$ cat src/rtl/ps2tb_pkg.sv
`timescale 1ns / 1ps
// ----------------------------------------------------------------------------
// ps2tb_pkg
// Shared types, codes and character tables for the scan-code decoder.
// ----------------------------------------------------------------------------
package ps2tb_pkg;

    localparam int QDEPTH = 2;
    localparam int QPTR_W = $clog2(QDEPTH);
    localparam int QCNT_W = $clog2(QDEPTH + 1);

    localparam logic [7:0] CODE_PREFIX      = 8'hE0;
    localparam logic [7:0] CODE_LSHIFT_DN   = 8'h2A;
    localparam logic [7:0] CODE_RSHIFT_DN   = 8'h36;
    localparam logic [7:0] CODE_LSHIFT_UP   = 8'hAA;
    localparam logic [7:0] CODE_RSHIFT_UP   = 8'hB6;
    localparam logic [7:0] CODE_CAPS        = 8'h3A;
    localparam logic [6:0] BASE_CTRL        = 7'h1D;
    localparam logic [6:0] BASE_ALT         = 7'h38;
    localparam logic [7:0] ROM_SIZE         = 8'd58;

    localparam logic [6:0] BASE_UP     = 7'h48;
    localparam logic [6:0] BASE_DOWN   = 7'h50;
    localparam logic [6:0] BASE_RIGHT  = 7'h4D;
    localparam logic [6:0] BASE_LEFT   = 7'h4B;
    localparam logic [6:0] BASE_HOME   = 7'h47;
    localparam logic [6:0] BASE_END    = 7'h4F;
    localparam logic [6:0] BASE_INSERT = 7'h52;
    localparam logic [6:0] BASE_DELETE = 7'h53;
    localparam logic [6:0] BASE_PGUP   = 7'h49;
    localparam logic [6:0] BASE_PGDN   = 7'h51;

    localparam logic [7:0] CHR_ESC   = 8'h1B;
    localparam logic [7:0] CHR_BRKT  = 8'h5B;
    localparam logic [7:0] CHR_TILDE = 8'h7E;

    localparam logic [1:0] SEQ_IDX_SHORT_LAST = 2'd2;
    localparam logic [1:0] SEQ_IDX_LONG_LAST  = 2'd3;

    localparam logic [7:0] ROM_PLAIN [58] = '{
        8'h00, 8'h1B, 8'h31, 8'h32, 8'h33, 8'h34, 8'h35, 8'h36,
        8'h37, 8'h38, 8'h39, 8'h30, 8'h2D, 8'h3D, 8'h08, 8'h09,
        8'h71, 8'h77, 8'h65, 8'h72, 8'h74, 8'h79, 8'h75, 8'h69,
        8'h6F, 8'h70, 8'h5B, 8'h5D, 8'h0A,
        8'h00, 8'h61, 8'h73, 8'h64, 8'h66, 8'h67, 8'h68, 8'h6A,
        8'h6B, 8'h6C, 8'h3B, 8'h27, 8'h60, 8'h00, 8'h5C,
        8'h7A, 8'h78, 8'h63, 8'h76, 8'h62, 8'h6E, 8'h6D, 8'h2C,
        8'h2E, 8'h2F, 8'h00, 8'h2A, 8'h00, 8'h20
    };

    localparam logic [7:0] ROM_SHIFT [58] = '{
        8'h00, 8'h1B, 8'h21, 8'h40, 8'h23, 8'h24, 8'h25, 8'h5E,
        8'h26, 8'h2A, 8'h28, 8'h29, 8'h5F, 8'h2B, 8'h08, 8'h09,
        8'h51, 8'h57, 8'h45, 8'h52, 8'h54, 8'h59, 8'h55, 8'h49,
        8'h4F, 8'h50, 8'h7B, 8'h7D, 8'h0A,
        8'h00, 8'h41, 8'h53, 8'h44, 8'h46, 8'h47, 8'h48, 8'h4A,
        8'h4B, 8'h4C, 8'h3A, 8'h22, 8'h7E, 8'h00, 8'h7C,
        8'h5A, 8'h58, 8'h43, 8'h56, 8'h42, 8'h4E, 8'h4D, 8'h3C,
        8'h3E, 8'h3F, 8'h00, 8'h2A, 8'h00, 8'h20
    };

    // One queued output job: a single character or an escape sequence.
    typedef struct packed {
        logic       is_seq;    // escape sequence ESC [ data (~)
        logic       long_seq;  // four-byte form with trailing tilde
        logic [7:0] data;      // character, or third sequence byte
    } cmd_t;

    // Queue status seen by the input handshake and the back end.
    typedef struct packed {
        logic full;
        logic empty;
    } qstat_t;

endpackage

$ cat src/rtl/ps2tb_front.sv
`timescale 1ns / 1ps
// ----------------------------------------------------------------------------
// ps2tb_front
// Accepts scan codes, tracks modifier state and builds output jobs.
// ----------------------------------------------------------------------------
module ps2tb_front (
    input  logic              aclk,
    input  logic              aresetn,
    input  logic              accept,
    input  logic [7:0]        code,
    input  logic              can_out,
    output logic              push,
    output ps2tb_pkg::cmd_t   push_cmd
);
    import ps2tb_pkg::*;

    logic prefix_reg, prefix_next;
    logic lshift_reg, lshift_next;
    logic rshift_reg, rshift_next;
    logic caps_reg,   caps_next;
    logic ctrl_reg,   ctrl_next;
    logic alt_reg,    alt_next;

    logic       release_bit;
    logic [6:0] base;
    logic [7:0] ch;
    logic [7:0] ch_caps;
    logic       is_lower;
    logic       is_upper;
    logic       gen;

    assign release_bit = code[7];
    assign base        = code[6:0];

    // Table lookup and case handling for ordinary keys.
    always_comb begin
        ch = (lshift_reg || rshift_reg) ? ROM_SHIFT[code[5:0]] : ROM_PLAIN[code[5:0]];
        ch_caps = ch;
        if (caps_reg && (((ch >= 8'h61) && (ch <= 8'h7A)) ||
                         ((ch >= 8'h41) && (ch <= 8'h5A)))) begin
            ch_caps = ch ^ 8'h20;
        end
        is_lower = (ch_caps >= 8'h61) && (ch_caps <= 8'h7A);
        is_upper = (ch_caps >= 8'h41) && (ch_caps <= 8'h5A);
    end

    always_comb begin
        prefix_next = prefix_reg;
        lshift_next = lshift_reg;
        rshift_next = rshift_reg;
        caps_next   = caps_reg;
        ctrl_next   = ctrl_reg;
        alt_next    = alt_reg;
        gen         = 1'b0;
        push_cmd    = '0;

        if (code == CODE_PREFIX) begin
            prefix_next = 1'b1;
        end else if (prefix_reg) begin
            prefix_next = 1'b0;
            if (base == BASE_CTRL) begin
                ctrl_next = !release_bit;
            end else if (base == BASE_ALT) begin
                alt_next = !release_bit;
            end else if (!release_bit && can_out) begin
                push_cmd.is_seq = 1'b1;
                gen = 1'b1;
                case (base)
                    BASE_UP:     push_cmd.data = 8'h41;
                    BASE_DOWN:   push_cmd.data = 8'h42;
                    BASE_RIGHT:  push_cmd.data = 8'h43;
                    BASE_LEFT:   push_cmd.data = 8'h44;
                    BASE_HOME:   push_cmd.data = 8'h48;
                    BASE_END:    push_cmd.data = 8'h46;
                    BASE_INSERT: begin
                        push_cmd.data = 8'h32;
                        push_cmd.long_seq = 1'b1;
                    end
                    BASE_DELETE: begin
                        push_cmd.data = 8'h33;
                        push_cmd.long_seq = 1'b1;
                    end
                    BASE_PGUP: begin
                        push_cmd.data = 8'h35;
                        push_cmd.long_seq = 1'b1;
                    end
                    BASE_PGDN: begin
                        push_cmd.data = 8'h36;
                        push_cmd.long_seq = 1'b1;
                    end
                    default: gen = 1'b0;
                endcase
            end
        end else if (code == CODE_LSHIFT_DN) begin
            lshift_next = 1'b1;
        end else if (code == CODE_RSHIFT_DN) begin
            rshift_next = 1'b1;
        end else if (code == CODE_LSHIFT_UP) begin
            lshift_next = 1'b0;
        end else if (code == CODE_RSHIFT_UP) begin
            rshift_next = 1'b0;
        end else if (code == CODE_CAPS) begin
            caps_next = !caps_reg;
        end else if (base == BASE_CTRL) begin
            ctrl_next = !release_bit;
        end else if (base == BASE_ALT) begin
            alt_next = !release_bit;
        end else if ((code < ROM_SIZE) && (ch_caps != 8'h00) && can_out) begin
            gen = 1'b1;
            push_cmd.data = ch_caps;
            if (ctrl_reg && (is_lower || is_upper)) begin
                push_cmd.data = {3'b000, ch_caps[4:0]};
            end
        end
    end

    assign push = accept && gen;

    always_ff @(posedge aclk) begin
        if (!aresetn) begin
            prefix_reg <= 1'b0;
            lshift_reg <= 1'b0;
            rshift_reg <= 1'b0;
            caps_reg   <= 1'b0;
            ctrl_reg   <= 1'b0;
            alt_reg    <= 1'b0;
        end else if (accept) begin
            prefix_reg <= prefix_next;
            lshift_reg <= lshift_next;
            rshift_reg <= rshift_next;
            caps_reg   <= caps_next;
            ctrl_reg   <= ctrl_next;
            alt_reg    <= alt_next;
        end
    end

endmodule

$ cat src/rtl/ps2tb_queue.sv
`timescale 1ns / 1ps
// ----------------------------------------------------------------------------
// ps2tb_queue
// Short job queue between the decoder front end and the byte sequencer.
// ----------------------------------------------------------------------------
module ps2tb_queue (
    input  logic              aclk,
    input  logic              aresetn,
    input  logic              push,
    input  ps2tb_pkg::cmd_t   push_cmd,
    input  logic              pop,
    output ps2tb_pkg::cmd_t   head_cmd,
    output ps2tb_pkg::qstat_t stat
);
    import ps2tb_pkg::*;

    cmd_t                q_mem_reg [QDEPTH];
    logic [QPTR_W-1:0]   wr_ptr_reg, wr_ptr_next;
    logic [QPTR_W-1:0]   rd_ptr_reg, rd_ptr_next;
    logic [QCNT_W-1:0]   cnt_reg, cnt_next;

    assign stat.full  = (cnt_reg == QCNT_W'(QDEPTH));
    assign stat.empty = (cnt_reg == '0);
    assign head_cmd   = q_mem_reg[rd_ptr_reg];

    always_comb begin
        wr_ptr_next = wr_ptr_reg;
        rd_ptr_next = rd_ptr_reg;
        cnt_next    = cnt_reg;
        if (push) begin
            wr_ptr_next = (wr_ptr_reg == QPTR_W'(QDEPTH - 1)) ? '0 : wr_ptr_reg + 1'b1;
        end
        if (pop) begin
            rd_ptr_next = (rd_ptr_reg == QPTR_W'(QDEPTH - 1)) ? '0 : rd_ptr_reg + 1'b1;
        end
        if (push && !pop) begin
            cnt_next = cnt_reg + 1'b1;
        end else if (pop && !push) begin
            cnt_next = cnt_reg - 1'b1;
        end
    end

    always_ff @(posedge aclk) begin
        if (!aresetn) begin
            wr_ptr_reg <= '0;
            rd_ptr_reg <= '0;
            cnt_reg    <= '0;
        end else begin
            wr_ptr_reg <= wr_ptr_next;
            rd_ptr_reg <= rd_ptr_next;
            cnt_reg    <= cnt_next;
        end
    end

    always_ff @(posedge aclk) begin
        if (push) begin
            q_mem_reg[wr_ptr_reg] <= push_cmd;
        end
    end

endmodule

$ cat src/rtl/ps2tb_back.sv
`timescale 1ns / 1ps
// ----------------------------------------------------------------------------
// ps2tb_back
// Expands queued jobs into terminal bytes behind a registered output.
// ----------------------------------------------------------------------------
module ps2tb_back (
    input  logic              aclk,
    input  logic              aresetn,
    input  ps2tb_pkg::cmd_t   head_cmd,
    input  ps2tb_pkg::qstat_t stat,
    output logic              pop,
    output logic              m_tvalid,
    input  logic              m_tready,
    output logic [7:0]        m_tdata,
    output logic              m_tlast
);
    import ps2tb_pkg::*;

    logic       valid_reg, valid_next;
    logic [7:0] data_reg,  data_next;
    logic       last_reg,  last_next;
    logic [1:0] idx_reg,   idx_next;

    logic       load;
    logic [1:0] last_idx;
    logic [7:0] cur_byte;
    logic       cur_last;

    assign load = !stat.empty && (!valid_reg || m_tready);

    always_comb begin
        if (!head_cmd.is_seq) begin
            last_idx = '0;
        end else if (head_cmd.long_seq) begin
            last_idx = SEQ_IDX_LONG_LAST;
        end else begin
            last_idx = SEQ_IDX_SHORT_LAST;
        end
        cur_last = (idx_reg == last_idx);

        if (!head_cmd.is_seq) begin
            cur_byte = head_cmd.data;
        end else begin
            case (idx_reg)
                2'd0:    cur_byte = CHR_ESC;
                2'd1:    cur_byte = CHR_BRKT;
                2'd2:    cur_byte = head_cmd.data;
                default: cur_byte = CHR_TILDE;
            endcase
        end
    end

    always_comb begin
        valid_next = valid_reg;
        data_next  = data_reg;
        last_next  = last_reg;
        idx_next   = idx_reg;
        pop        = 1'b0;
        if (load) begin
            valid_next = 1'b1;
            data_next  = cur_byte;
            last_next  = cur_last;
            if (cur_last) begin
                pop      = 1'b1;
                idx_next = '0;
            end else begin
                idx_next = idx_reg + 1'b1;
            end
        end else if (m_tready) begin
            valid_next = 1'b0;
        end
    end

    always_ff @(posedge aclk) begin
        if (!aresetn) begin
            valid_reg <= 1'b0;
            idx_reg   <= '0;
        end else begin
            valid_reg <= valid_next;
            idx_reg   <= idx_next;
        end
    end

    always_ff @(posedge aclk) begin
        data_reg <= data_next;
        last_reg <= last_next;
    end

    assign m_tvalid = valid_reg;
    assign m_tdata  = data_reg;
    assign m_tlast  = last_reg;

endmodule

$ cat src/rtl/ps2_scancode_to_terminal_bytes.sv
`timescale 1ns / 1ps
// ----------------------------------------------------------------------------
// ps2_scancode_to_terminal_bytes
// Scan-code set 1 keyboard bytes in, terminal characters and escapes out.
// ----------------------------------------------------------------------------
// Each item on the slave stream is one raw keyboard byte. The decoder tracks
// the E0 prefix, both shift keys, caps lock, ctrl and alt, and produces zero,
// one, three or four terminal bytes per item on the master stream; m_tlast
// marks the final byte that an item causes. Ordinary presses become one
// character (ctrl maps letters to 1..26), and ten extended navigation keys
// become ANSI escape sequences such as ESC [ A or ESC [ 3 ~. The front end
// classifies an item combinationally and takes a new item every cycle as
// long as its two-entry job queue has room; modifier-only items never enter
// the queue. The back end sends one byte per cycle from a registered output
// while a job waits and the sink is ready, so a character job yields one byte
// and an escape sequence three or four; the sequencer sets the sustained rate.
// Output is produced only when terminal_attached is set and input_grabbed is
// clear; the key state is tracked either way. Register 0 (terminal_attached)
// lies at byte address 0 and register 1 (input_grabbed) at address 4, both in
// bit 0. Write them only while the block is idle.
// ----------------------------------------------------------------------------
module ps2_scancode_to_terminal_bytes (
    input  logic        aclk,
    input  logic        aresetn,
    // Input stream
    input  logic        s_tvalid,
    output logic        s_tready,
    input  logic [7:0]  s_tdata,   // [7:0] scan_code
    // Result stream
    output logic        m_tvalid,
    input  logic        m_tready,
    output logic [7:0]  m_tdata,   // [7:0] out_byte
    output logic        m_tlast,   // last_byte
    // Configuration port
    input  logic        psel,
    input  logic        penable,
    input  logic        pwrite,
    input  logic [2:0]  paddr,
    input  logic [31:0] pwdata,
    output logic [31:0] prdata,
    output logic        pready
);
    import ps2tb_pkg::*;

    localparam logic REG_TERMINAL = 1'b0;
    localparam logic REG_GRABBED  = 1'b1;

    logic   term_reg;
    logic   grab_reg;
    logic   cfg_wr;
    logic   can_out;
    logic   accept;
    logic   push;
    logic   pop;
    cmd_t   push_cmd;
    cmd_t   head_cmd;
    qstat_t stat;

    // The register index is paddr[2]; the low address bits are ignored.
    assign pready = 1'b1;
    assign cfg_wr = psel && penable && pwrite && pready;

    always_ff @(posedge aclk) begin
        if (!aresetn) begin
            term_reg <= 1'b0;
            grab_reg <= 1'b0;
        end else if (cfg_wr) begin
            case (paddr[2])
                REG_TERMINAL: term_reg <= pwdata[0];
                REG_GRABBED:  grab_reg <= pwdata[0];
                default:      term_reg <= term_reg;
            endcase
        end
    end

    always_comb begin
        case (paddr[2])
            REG_TERMINAL: prdata = {31'b0, term_reg};
            REG_GRABBED:  prdata = {31'b0, grab_reg};
            default:      prdata = '0;
        endcase
    end

    assign can_out  = term_reg && !grab_reg;
    assign s_tready = !stat.full;
    assign accept   = s_tvalid && s_tready;

    ps2tb_front u_front (
        .aclk     (aclk),
        .aresetn  (aresetn),
        .accept   (accept),
        .code     (s_tdata),
        .can_out  (can_out),
        .push     (push),
        .push_cmd (push_cmd)
    );

    ps2tb_queue u_queue (
        .aclk     (aclk),
        .aresetn  (aresetn),
        .push     (push),
        .push_cmd (push_cmd),
        .pop      (pop),
        .head_cmd (head_cmd),
        .stat     (stat)
    );

    ps2tb_back u_back (
        .aclk     (aclk),
        .aresetn  (aresetn),
        .head_cmd (head_cmd),
        .stat     (stat),
        .pop      (pop),
        .m_tvalid (m_tvalid),
        .m_tready (m_tready),
        .m_tdata  (m_tdata),
        .m_tlast  (m_tlast)
    );

endmodule
$ cat config.mk
export PLATFORM = sky130hd
export DESIGN_NAME = ps2_scancode_to_terminal_bytes
export DESIGN_NICKNAME = d
export VERILOG_FILES = /design/src/rtl/ps2tb_pkg.sv /design/src/rtl/ps2tb_front.sv /design/src/rtl/ps2tb_queue.sv /design/src/rtl/ps2tb_back.sv /design/src/rtl/ps2_scancode_to_terminal_bytes.sv
export SDC_FILE = /design/constraint.sdc
export NUM_CORES = 1
export LEC_CHECK = 0
export BUFFER_PORTS_ARGS = -buffer_cell sky130_fd_sc_hd__buf_2
export CAP_MARGIN = 20
export CORE_UTILIZATION = 54
export DETAILED_ROUTE_END_ITERATION = 7
export PLACE_DENSITY = 0.87
export SLEW_MARGIN = 10
export SYNTH_ARGS = -nofsm -noshare
export SYNTH_HDL_FRONTEND = slang
export SYNTH_SLANG_ARGS = --single-unit
$ cat constraint.sdc
create_clock -name aclk -period 3.9 [get_ports aclk]
set_input_delay 0.195 -clock aclk [delete_from_list [all_inputs] [get_ports aclk]]
set_output_delay 0.195 -clock aclk [all_outputs]
set_load 0.02 [all_outputs]
==> impl_metrics.json, run 1 <==
{
  "initial_core_util": 0.575,
  "ir_drop_v": 0.000271,
  "cts.repair_timing.setup_buffer_count": 0,
  "gr-usage-all-layers": 0.262,
  "final_cell_area_um2": 3660,
  "total_count_of_hold_check_failures_in_the_final_report": 0,
  "path_buf_inv": 2,
  "cts_repair_resize_count": 0,
  "cts_buffers": 5,
  "drt_wl_total_um": 8120,
  "place.gp.congestion": 1.01,
  "final_layout_size_suffix_gt1_frac": 0.157,
  "worst_path_max_delay_cell": "or4_4",
  "largest_reg_flops": 18,
  "yosys.cell_count.top_type": "buf_4",
  "cts_hold_buf": 0,
  "timing.critical_path.from_type": "primary input",
  "max_slew_margin": 0.432,
  "gr-total-overflow": 0,
  "hpwl_after_detailed_placement_um": 6060,
  "crit_top_cell": "ha_1",
  "yosysSeqAreaShare": 0.309,
  "area_enclosed_by_the_die_boundary_um2": 6810,
  "buffer_ports.inserted": 27,
  "maximum_number_of_pins_on_one_net_before_global_route_repair": 29,
  "critPathTopFamily": "simple AND/OR/NAND/NOR gates",
  "endpoint_kind": "flop",
  "setup-tns-final_ns": 0,
  "chipWidth_um": 82.5,
  "antenna-diode-count": 0,
  "die-height_um": 82.5,
  "synth.cell_area_um2": 3500,
  "synth_enable_flop_cells": 26,
  "final_core_utilization": 0.601,
  "buffer_levels_on_the_longest_clock_path": 2,
  "p_leak_uw": 0.00146,
  "cts-htree-levels": 2,
  "wire_length_of_the_first_global_routing_pass_um": 13500,
  "core_area_um2": 6100,
  "vias": 3017,
  "clock-root-buffer": "clkbuf_8",
  "drv_cap": 0,
  "crit_arrival_ns": 3.64,
  "synth_seq_cells": 41,
  "layout-area-overhead-vs-synth_pct": 4.57,
  "timing.critical_path.cells": "buf_2 > inv_1 > ha_1 > nor2b_4 > o32ai_1 > o22ai_1 > o311ai_2 > o2111ai_1 > or4_4 > and2_1 > ha_1 > or3_1 > a21boi_0",
  "ys.flop_type": "edfxtp_1",
  "rows": 28,
  "timing.critical_path.fanout_max": 9,
  "synth.area.top_cells": "edfxtp_1 22%, dfxtp_1 8.6%, buf_4 7.7%",
  "yosysUniqueCellTypes": 67,
  "netlist_instances": 392,
  "antenna_found_initial": 0,
  "yosys.area.top_type_share": 0.223,
  "critPathMaxStageDelay_ns": 0.58,
  "timing.clock.skew_ns": 0.00618,
  "dpl.cell_count": 482,
  "asyncSetResetFlopFracSynth": 0,
  "finalMaxSlewViolations": 0,
  "final_period_minus_worst_setup_slack_ns": 3.42,
  "avg_cell_area_syn_um2": 8.93,
  "status": "complete, no violations",
  "yosys_warnings": 0,
  "floorplan.io_pins": 94,
  "final-instance-count-excl-fill": 490,
  "detailedRoute.firstPassIterationCount": 5,
  "layout_worst_path_cycle_share": 0.877,
  "first_global_vias": 2831,
  "route.detailed.wl_per_inst_um": 16.6,
  "tightestPinTransition_ns": 0.849,
  "synth.largest_area_cell": "edfxtp_1",
  "critPathRequiredTime_ns": 4.12,
  "fin_total_pwr_uw": 955,
  "placed_cell_area_um2": 3570,
  "insertion_delay_ns": 0.29,
  "final_stage_net_count": 482,
  "post_drt_via_cell_ratio": 6.16,
  "achievable-frequency_mhz": 292,
  "path_class": "in -> reg",
  "setup_viol_count_final": 0,
  "drt-initial-drc-count": 264,
  "cts_tree": "built",
  "reg_clk_slew_reported_paths_ns": 0.07,
  "drc": 0,
  "grt_setup_unrepaired": "no",
  "synth_common_cells": "36 x buf_4, 26 x edfxtp_1, 26 x nor2_1, 22 x o21ai_0, 20 x nand2_1",
  "path_category_of_the_worst_min_delay_check": "in -> reg",
  "remaining_antenna_violation_count_after_routing": 0,
  "tritoncts_num_sinks": 41,
  "cellPowerDensity_nw_per_um2": 261
}
## cells in the final DEF, fill, tap and decap left out, types with 5 or more instances in the layout
cell type,n
conb_1,33
buf_2,27
nor2_1,26
edfxtp_1,26
o21ai_0,22
nand2_1,20
ha_1,18
inv_1,16
a21oi_1,15
dfxtp_1,15
mux2i_1,14
nand2b_1,12
buf_4,12
nor2b_1,11
and2_1,11
o211ai_1,9
nand3_1,8
o221ai_1,7
nor3_1,6
clkbuf_8,6
o211a_1,5
o22ai_1,5
o32ai_1,5
nand4_1,5
## where the power goes
part / switching (uW) / internal, uW
combinational: 143 / 72.3
sequential: 0.964 / 457
clock: 140 / 140
total: 285 / 670
## path summary, 6_finish.rpt
check / from / to / slack [ns] / cells past startpoint
setup / recovery: s_tdata[1] / u_queue.cnt_reg[1] / 0.48 / 13
hold / removal: pwdata[0] / term_reg / 0.18 / 3
setup reg to reg: u_front.lshift_reg / u_queue.cnt_reg[1] / 0.62 / 9
hold reg to reg: grab_reg / grab_reg / 0.54 / 2
## through the flow
stage                     hold WS [ns]  setup WS, ns
after floorplan                  0.340         0.593
after detailed placement         0.478         0.221
after global placement           0.461         0.300
after global routing             0.195         0.209
final                            0.179         0.480
after CTS                        0.174         0.530
## layout make-up
class | instances | area [um2]
tap | 75 | 93.8
clock inverter | 2 | 8.76
clock buffer | 6 | 82.6
sequential | 41 | 1080
multi-input combinational | 311 | 2110
inverter | 16 | 60.1
fill | 549 | 2430
timing repair buffer | 39 | 225
## logic make-up (layout without fill, tap and decap cells)
kind of cell / Yosys count / in the layout / share of synthesized area
fa+ha+maj: 18 / 18 / 0.0643
simple gates: 122 / 122 / 0.188
other cells: 2 / 33 / 0.00214
mux: 20 / 20 / 0.0657
xor+xnor: 5 / 5 / 0.0125
compound gates: 113 / 113 / 0.237
flops: 41 / 41 / 0.309
buf+inv: 71 / 63 / 0.122
## tightest hold or removal path, delay by kind of cell
kind	cells	cell delay [ns]
AOI/OAI and AO/OA	1	0.07
buffers and inverters	1	0.10
and+or+nand+nor	1	0.05
## metal layers
metal,GRT usage,part of all wire,vias up
met5,0,0,-
met2,0.455,0.50,144
met4,0.145,0.030,0
met1,0.311,0.40,1427
li1,-,-,1423
met3,0.0330,0.068,23
Note: power is estimated with default switching activity, not from simulation.
==> run 2: changes to the inputs <==
--- a/config.mk
+++ b/config.mk
@@ -7,9 +7,10 @@
 export LEC_CHECK = 0
 export BUFFER_PORTS_ARGS = -buffer_cell sky130_fd_sc_hd__buf_2
 export CAP_MARGIN = 20
-export CORE_UTILIZATION = 54
+export CORE_UTILIZATION = 55
+export CTS_BUF_LIST = sky130_fd_sc_hd__clkbuf_4 sky130_fd_sc_hd__clkbuf_8
 export DETAILED_ROUTE_END_ITERATION = 7
-export PLACE_DENSITY = 0.87
+export PLACE_DENSITY = 0.88
 export SLEW_MARGIN = 10
 export SYNTH_ARGS = -nofsm -noshare
 export SYNTH_HDL_FRONTEND = slang
==> impl_metrics.json, run 2 (synthesis gave the netlist of run 1 again) <==
{
  "placed_cell_area_um2": 3600,
  "final_cell_area_um2": 3730,
  "maximum_number_of_pins_on_one_net_before_global_route_repair": 29,
  "critPathRequiredTime_ns": 4.13,
  "buffer_levels_on_the_longest_clock_path": 2,
  "p_leak_uw": 0.00150,
  "tritoncts_num_sinks": 41,
  "critPathTopFamily": "simple AND/OR/NAND/NOR gates",
  "critPathMaxStageDelay_ns": 0.57,
  "status": "complete, no violations",
  "vias": 3089,
  "area_enclosed_by_the_die_boundary_um2": 6690,
  "final_layout_size_suffix_gt1_frac": 0.167,
  "max_slew_margin": 0.404,
  "floorplan.io_pins": 94,
  "first_global_vias": 2866,
  "cts_hold_buf": 0,
  "path_buf_inv": 3,
  "layout-area-overhead-vs-synth_pct": 6.65,
  "core_area_um2": 6030,
  "rows": 28,
  "remaining_antenna_violation_count_after_routing": 0,
  "insertion_delay_ns": 0.29,
  "wire_length_of_the_first_global_routing_pass_um": 13400,
  "cts_repair_resize_count": 0,
  "buffer_ports.inserted": 27,
  "timing.critical_path.from_type": "primary input",
  "die-height_um": 81.8,
  "post_drt_via_cell_ratio": 6.25,
  "timing.critical_path.cells": "buf_2 > inv_1 > buf_4 > ha_1 > nand2b_1 > a21oi_1 > a22oi_1 > a211oi_2 > o2111ai_1 > or4_4 > and2_1 > ha_1 > xor2_1 > or3_1 > a21boi_0",
  "cellPowerDensity_nw_per_um2": 289,
  "clock-root-buffer": "clkbuf_8",
  "timing.clock.skew_ns": 0.00841,
  "min_delay_path_depth": 3,
  "tightestPinTransition_ns": 0.890,
  "commonest_cells_after_routing_fill_and_taps_aside": "33 x conb_1, 27 x buf_2, 26 x nor2_1, 26 x edfxtp_1, 22 x o21ai_0",
  "largest_reg_flops": 18,
  "drv_cap": 0,
  "worst_path_max_delay_cell": "or4_4",
  "layout_worst_path_cycle_share": 0.824,
  "achievable-frequency_mhz": 311,
  "setup_viol_count_final": 0,
  "antenna_found_initial": 0,
  "chipWidth_um": 81.8,
  "route.detailed.wl_per_inst_um": 16.7,
  "worstSetupPathDepth": 15,
  "path_category_of_the_worst_min_delay_check": "in -> reg",
  "grt_setup_unrepaired": "no",
  "crit_arrival_ns": 3.44,
  "total_count_of_hold_check_failures_in_the_final_report": 0,
  "ir_drop_v": 0.000313,
  "crit_top_cell": "ha_1",
  "drt-initial-drc-count": 281,
  "path_class": "in -> reg",
  "place.gp.congestion": 0.987,
  "endpoint_kind": "flop",
  "detailedRoute.firstPassIterationCount": 5,
  "reg_clk_slew_reported_paths_ns": 0.08,
  "antenna-diode-count": 0,
  "final_stage_net_count": 486,
  "final_period_minus_worst_setup_slack_ns": 3.21,
  "hpwl_after_detailed_placement_um": 6130,
  "timing.critical_path.fanout_max": 6,
  "finalMaxSlewViolations": 0,
  "gr-total-overflow": 0,
  "drt_wl_total_um": 8230,
  "gr-usage-all-layers": 0.261,
  "worst-r2r-cell-count": 11,
  "cts-htree-levels": 2,
  "drc": 0,
  "mostFrequentLayoutCell": "conb_1",
  "cts.repair_timing.setup_buffer_count": 0,
  "initial_core_util": 0.581,
  "setup-tns-final_ns": 0,
  "cts_buffers": 5,
  "cts_tree": "built"
}
-- run 2: cell count changes in the layout (fill, tap and decap cells not counted) --
cell	delta
buf_4	+4
bufinv_16	+2
clkbuf_8	-1
clkinv_1	-1
-- run 2: path summary, 6_finish.rpt --
kind / from / slack (ns) / to
setup / recovery: s_tdata[1] / 0.69 / u_queue.cnt_reg[1]
hold / removal: pwdata[0] / 0.17 / term_reg
setup reg to reg: u_front.lshift_reg / 0.73 / u_queue.cnt_reg[1]
hold reg to reg: term_reg / 0.50 / term_reg
-- run 2: layer usage --
| layer | vias up | share of wire | global-route usage | routed length, um |
|---|---|---|---|---|
| li1 | 1429 | - | - | - |
| met1 | 1457 | 0.39 | 0.302 | 3200 |
| met2 | 177 | 0.51 | 0.462 | 4160 |
| met3 | 26 | 0.076 | 0.0467 | 628 |
| met4 | 0 | 0.029 | 0.121 | 241 |
| met5 | - | 0 | 0 | 0 |
-- run 2: per-stage QoR --
step | total power (uW) | std cells | hold WS, ns | utilization | setup WS (ns)
2_1_floorplan | 654 | 423 | 0.340 | - | 0.593
3_3_place_gp | 678 | 486 | 0.465 | 0.598 | 0.489
3_5_place_dp | 682 | 486 | 0.488 | 0.598 | 0.414
4_1_cts | 1080 | 494 | 0.168 | 0.620 | 0.715
5_1_grt | 1120 | 494 | 0.183 | 0.620 | 0.467
6_report | 1080 | 494 | 0.171 | 0.620 | 0.686
-- run 2: power breakdown --
group	leakage [uW]	total [uW]	switching, uW	internal [uW]
combinational	0.00108	221	145	75.5
sequential	0.000353	458	0.950	457
clock	0.0000681	401	146	254
-- run 2: worst reg2reg max path: stages, from the launching register on --
cell and delay, ns:
dfxtp_1 0.35, or2_2 0.38, o311ai_1 0.27, o221ai_1 0.17, o311ai_2 0.15, o2111ai_1 0.25
or4_4 0.57, and2_1 0.16, ha_1 0.20, xor2_1 0.14, or3_1 0.31, a21boi_0 0.16
-- run 2: area by class of cell --
cell class              instances  area [um2]
fillers                       517        2290
multi-input cells             311        2110
flip-flops and latches         41        1080
repair buffers                 43         255
well taps                      75        93.8
clock buffers                   5        68.8
clock inverters                 3        65.1
inverters                      16        60.1
==> run 3: changes to the inputs <==
--- a/config.mk
+++ b/config.mk
@@ -7,10 +7,10 @@
 export LEC_CHECK = 0
 export BUFFER_PORTS_ARGS = -buffer_cell sky130_fd_sc_hd__buf_2
 export CAP_MARGIN = 20
-export CORE_UTILIZATION = 55
+export CORE_UTILIZATION = 50
 export CTS_BUF_LIST = sky130_fd_sc_hd__clkbuf_4 sky130_fd_sc_hd__clkbuf_8
 export DETAILED_ROUTE_END_ITERATION = 7
-export PLACE_DENSITY = 0.88
+export PLACE_DENSITY = 0.85
 export SLEW_MARGIN = 10
 export SYNTH_ARGS = -nofsm -noshare
 export SYNTH_HDL_FRONTEND = slang
==> constraint.sdc (replaced) <==
create_clock -name aclk -period 2.75 [get_ports aclk]
set_input_delay 0.1375 -clock aclk [delete_from_list [all_inputs] [get_ports aclk]]
set_output_delay 0.1375 -clock aclk [all_outputs]
set_load 0.02 [all_outputs]
==> impl_metrics.json, run 3 (synthesis gave the netlist of run 1 again) <==
{
  "status": "complete, but fails checks",
  "failed_checks": "setup timing",
  "max_slew_margin": 0.628,
  "layout-area-overhead-vs-synth_pct": 29.0,
  "final_stage_net_count": 563,
  "timing.critical_path.from_type": "flop",
  "gr-total-overflow": 0,
  "p_leak_uw": 0.00189,
  "achievable-frequency_mhz": 350,
  "final-instance-count-excl-fill": 592,
  "timing.rr.start": "u_front.lshift_reg",
  "layout_worst_path_cycle_share": 1.04,
  "final_period_minus_worst_setup_slack_ns": 2.85,
  "drt-initial-drc-count": 262,
  "detailedRoute.firstPassIterationCount": 5,
  "min_delay_path_depth": 3,
  "rows": 30,
  "total_count_of_hold_check_failures_in_the_final_report": 0,
  "buffer_ports.inserted": 27,
  "setup_viol_count_final": 2,
  "floorplan.io_pins": 94,
  "maximum_number_of_pins_on_one_net_before_global_route_repair": 16,
  "antenna-diode-count": 0,
  "grt_setup_unrepaired": "yes",
  "hpwl_after_detailed_placement_um": 7640,
  "wire_length_of_the_first_global_routing_pass_um": 15300,
  "route.detailed.wl_per_inst_um": 16.2,
  "final_layout_size_suffix_gt1_frac": 0.347,
  "cts-htree-levels": 2,
  "crit_arrival_ns": 3.08,
  "core_area_um2": 6790,
  "vias": 3381,
  "critical_path.reg2reg.endpoint": "u_queue.cnt_reg[1]",
  "ir_drop_v": 0.000174,
  "reg2reg_setup_slack_ns": -0.10,
  "area_enclosed_by_the_die_boundary_um2": 7340,
  "insertion_delay_ns": 0.29,
  "place.gp.congestion": 0.999,
  "dpl.cell_count": 577,
  "cts_buffers": 5,
  "hold-worst-slack_ns": 0.105,
  "post_drt_via_cell_ratio": 5.71,
  "gr-usage-all-layers": 0.269,
  "chipWidth_um": 85.7,
  "commonest_cells_after_routing_fill_and_taps_aside": "92 x buf_4, 33 x conb_1, 26 x nor2_1, 26 x edfxtp_1, 25 x buf_2",
  "min_from": "pwdata[0]",
  "antenna_found_initial": 0,
  "endpoint_kind": "flop",
  "timing.clock.skew_ns": 0.00839,
  "critPathRequiredTime_ns": 2.97,
  "reg_clk_slew_reported_paths_ns": 0.07,
  "mostFrequentLayoutCell": "buf_4",
  "postLayoutSetupSlackWorst_ns": -0.105,
  "buffer_levels_on_the_longest_clock_path": 2,
  "cellPowerDensity_nw_per_um2": 344,
  "tightestPinTransition_ns": 0.557,
  "cts_tree": "built",
  "path_category_of_the_worst_min_delay_check": "in -> reg",
  "timing.critical_path.fanout_max": 4,
  "worst-r2r-cell-count": 11,
  "remaining_antenna_violation_count_after_routing": 0,
  "initial_core_util": 0.515,
  "fillerInstances": 554,
  "largest_reg_flops": 18,
  "drt_wl_total_um": 9610,
  "first_global_vias": 3242,
  "clock-root-buffer": "clkbuf_8",
  "die-height_um": 85.7,
  "final_core_utilization": 0.665,
  "path_class": "reg -> reg",
  "drc": 0,
  "drv_cap": 0,
  "timing.hold.worst_endpoint": "term_reg",
  "tritoncts_num_sinks": 41,
  "finalMaxSlewViolations": 0
}
run 3: per-stage QoR:
stage          power (uW)  TNS [ns]  cell area (um2)  setup WS, ns
3_5_place_dp         1060     -4.95             4230        -0.447
2_1_floorplan         938    -0.207             3690        -0.207
6_report             1550    -0.116             4520        -0.105
3_3_place_gp         1050     -3.44             4230        -0.390
4_1_cts              1530    -0.224             4380        -0.140
5_1_grt              1610    -0.298             4520        -0.190
run 3: repair_timing:
item / CTS / global route
pin swaps: 6 / 10
hold buffers: 0 / 0
setup endpoints to repair: 2 / 22
buffers inserted: 4 / 3
resized for setup: 5 / 24
run 3: how the worst max path moves through the flow:
stage,to,slack (ns),from,cells past startpoint
4_1_cts,u_queue.cnt_reg[1],-0.14,u_front.lshift_reg,11
2_1_floorplan,u_queue.cnt_reg[1],-0.21,s_tdata[1],13
5_1_grt,u_queue.cnt_reg[1],-0.19,u_front.lshift_reg,11
3_3_place_gp,u_queue.cnt_reg[1],-0.39,s_tdata[0],14
6_report,u_queue.cnt_reg[1],-0.10,u_front.lshift_reg,11
3_5_place_dp,u_queue.cnt_reg[1],-0.45,s_tdata[0],14
run 3: cell type report:
class	count	area, um2	share of cell area
clock inverters	2	35.0	0.00775
well taps	96	120	0.0266
flip-flops and latches	41	1080	0.240
inverters	16	66.3	0.0147
repair buffers	120	858	0.190
multi-input cells	311	2280	0.504
clock buffers	6	76.3	0.0169
run 3: critical path: stages (launching register included):
cell and delay (ns):
dfxtp_2 0.34, or3_4 0.40, a31oi_4 0.15, nand4b_1 0.20, o31ai_4 0.12, o2111ai_2 0.17, or4_4 0.52, and2_4 0.16
ha_4 0.15, xor2_1 0.14, or3_1 0.32, a21boi_1 0.13
run 3: power by group:
| part | total, uW | switching (uW) | internal, uW |
|---|---|---|---|
| combinational | 432 | 244 | 188 |
| clock | 472 | 193 | 279 |
| sequential | 650 | 1.34 | 649 |
| total | 1550 | 438 | 1120 |
run 3: layer usage:
| layer | track usage | up-vias | routed length [um] |
|---|---|---|---|
| li1 | - | 1595 | - |
| met4 | 0.159 | 0 | 427 |
| met2 | 0.500 | 147 | 4960 |
| met5 | 0 | - | 0 |
| met3 | 0.0472 | 41 | 594 |
| met1 | 0.285 | 1598 | 3630 |
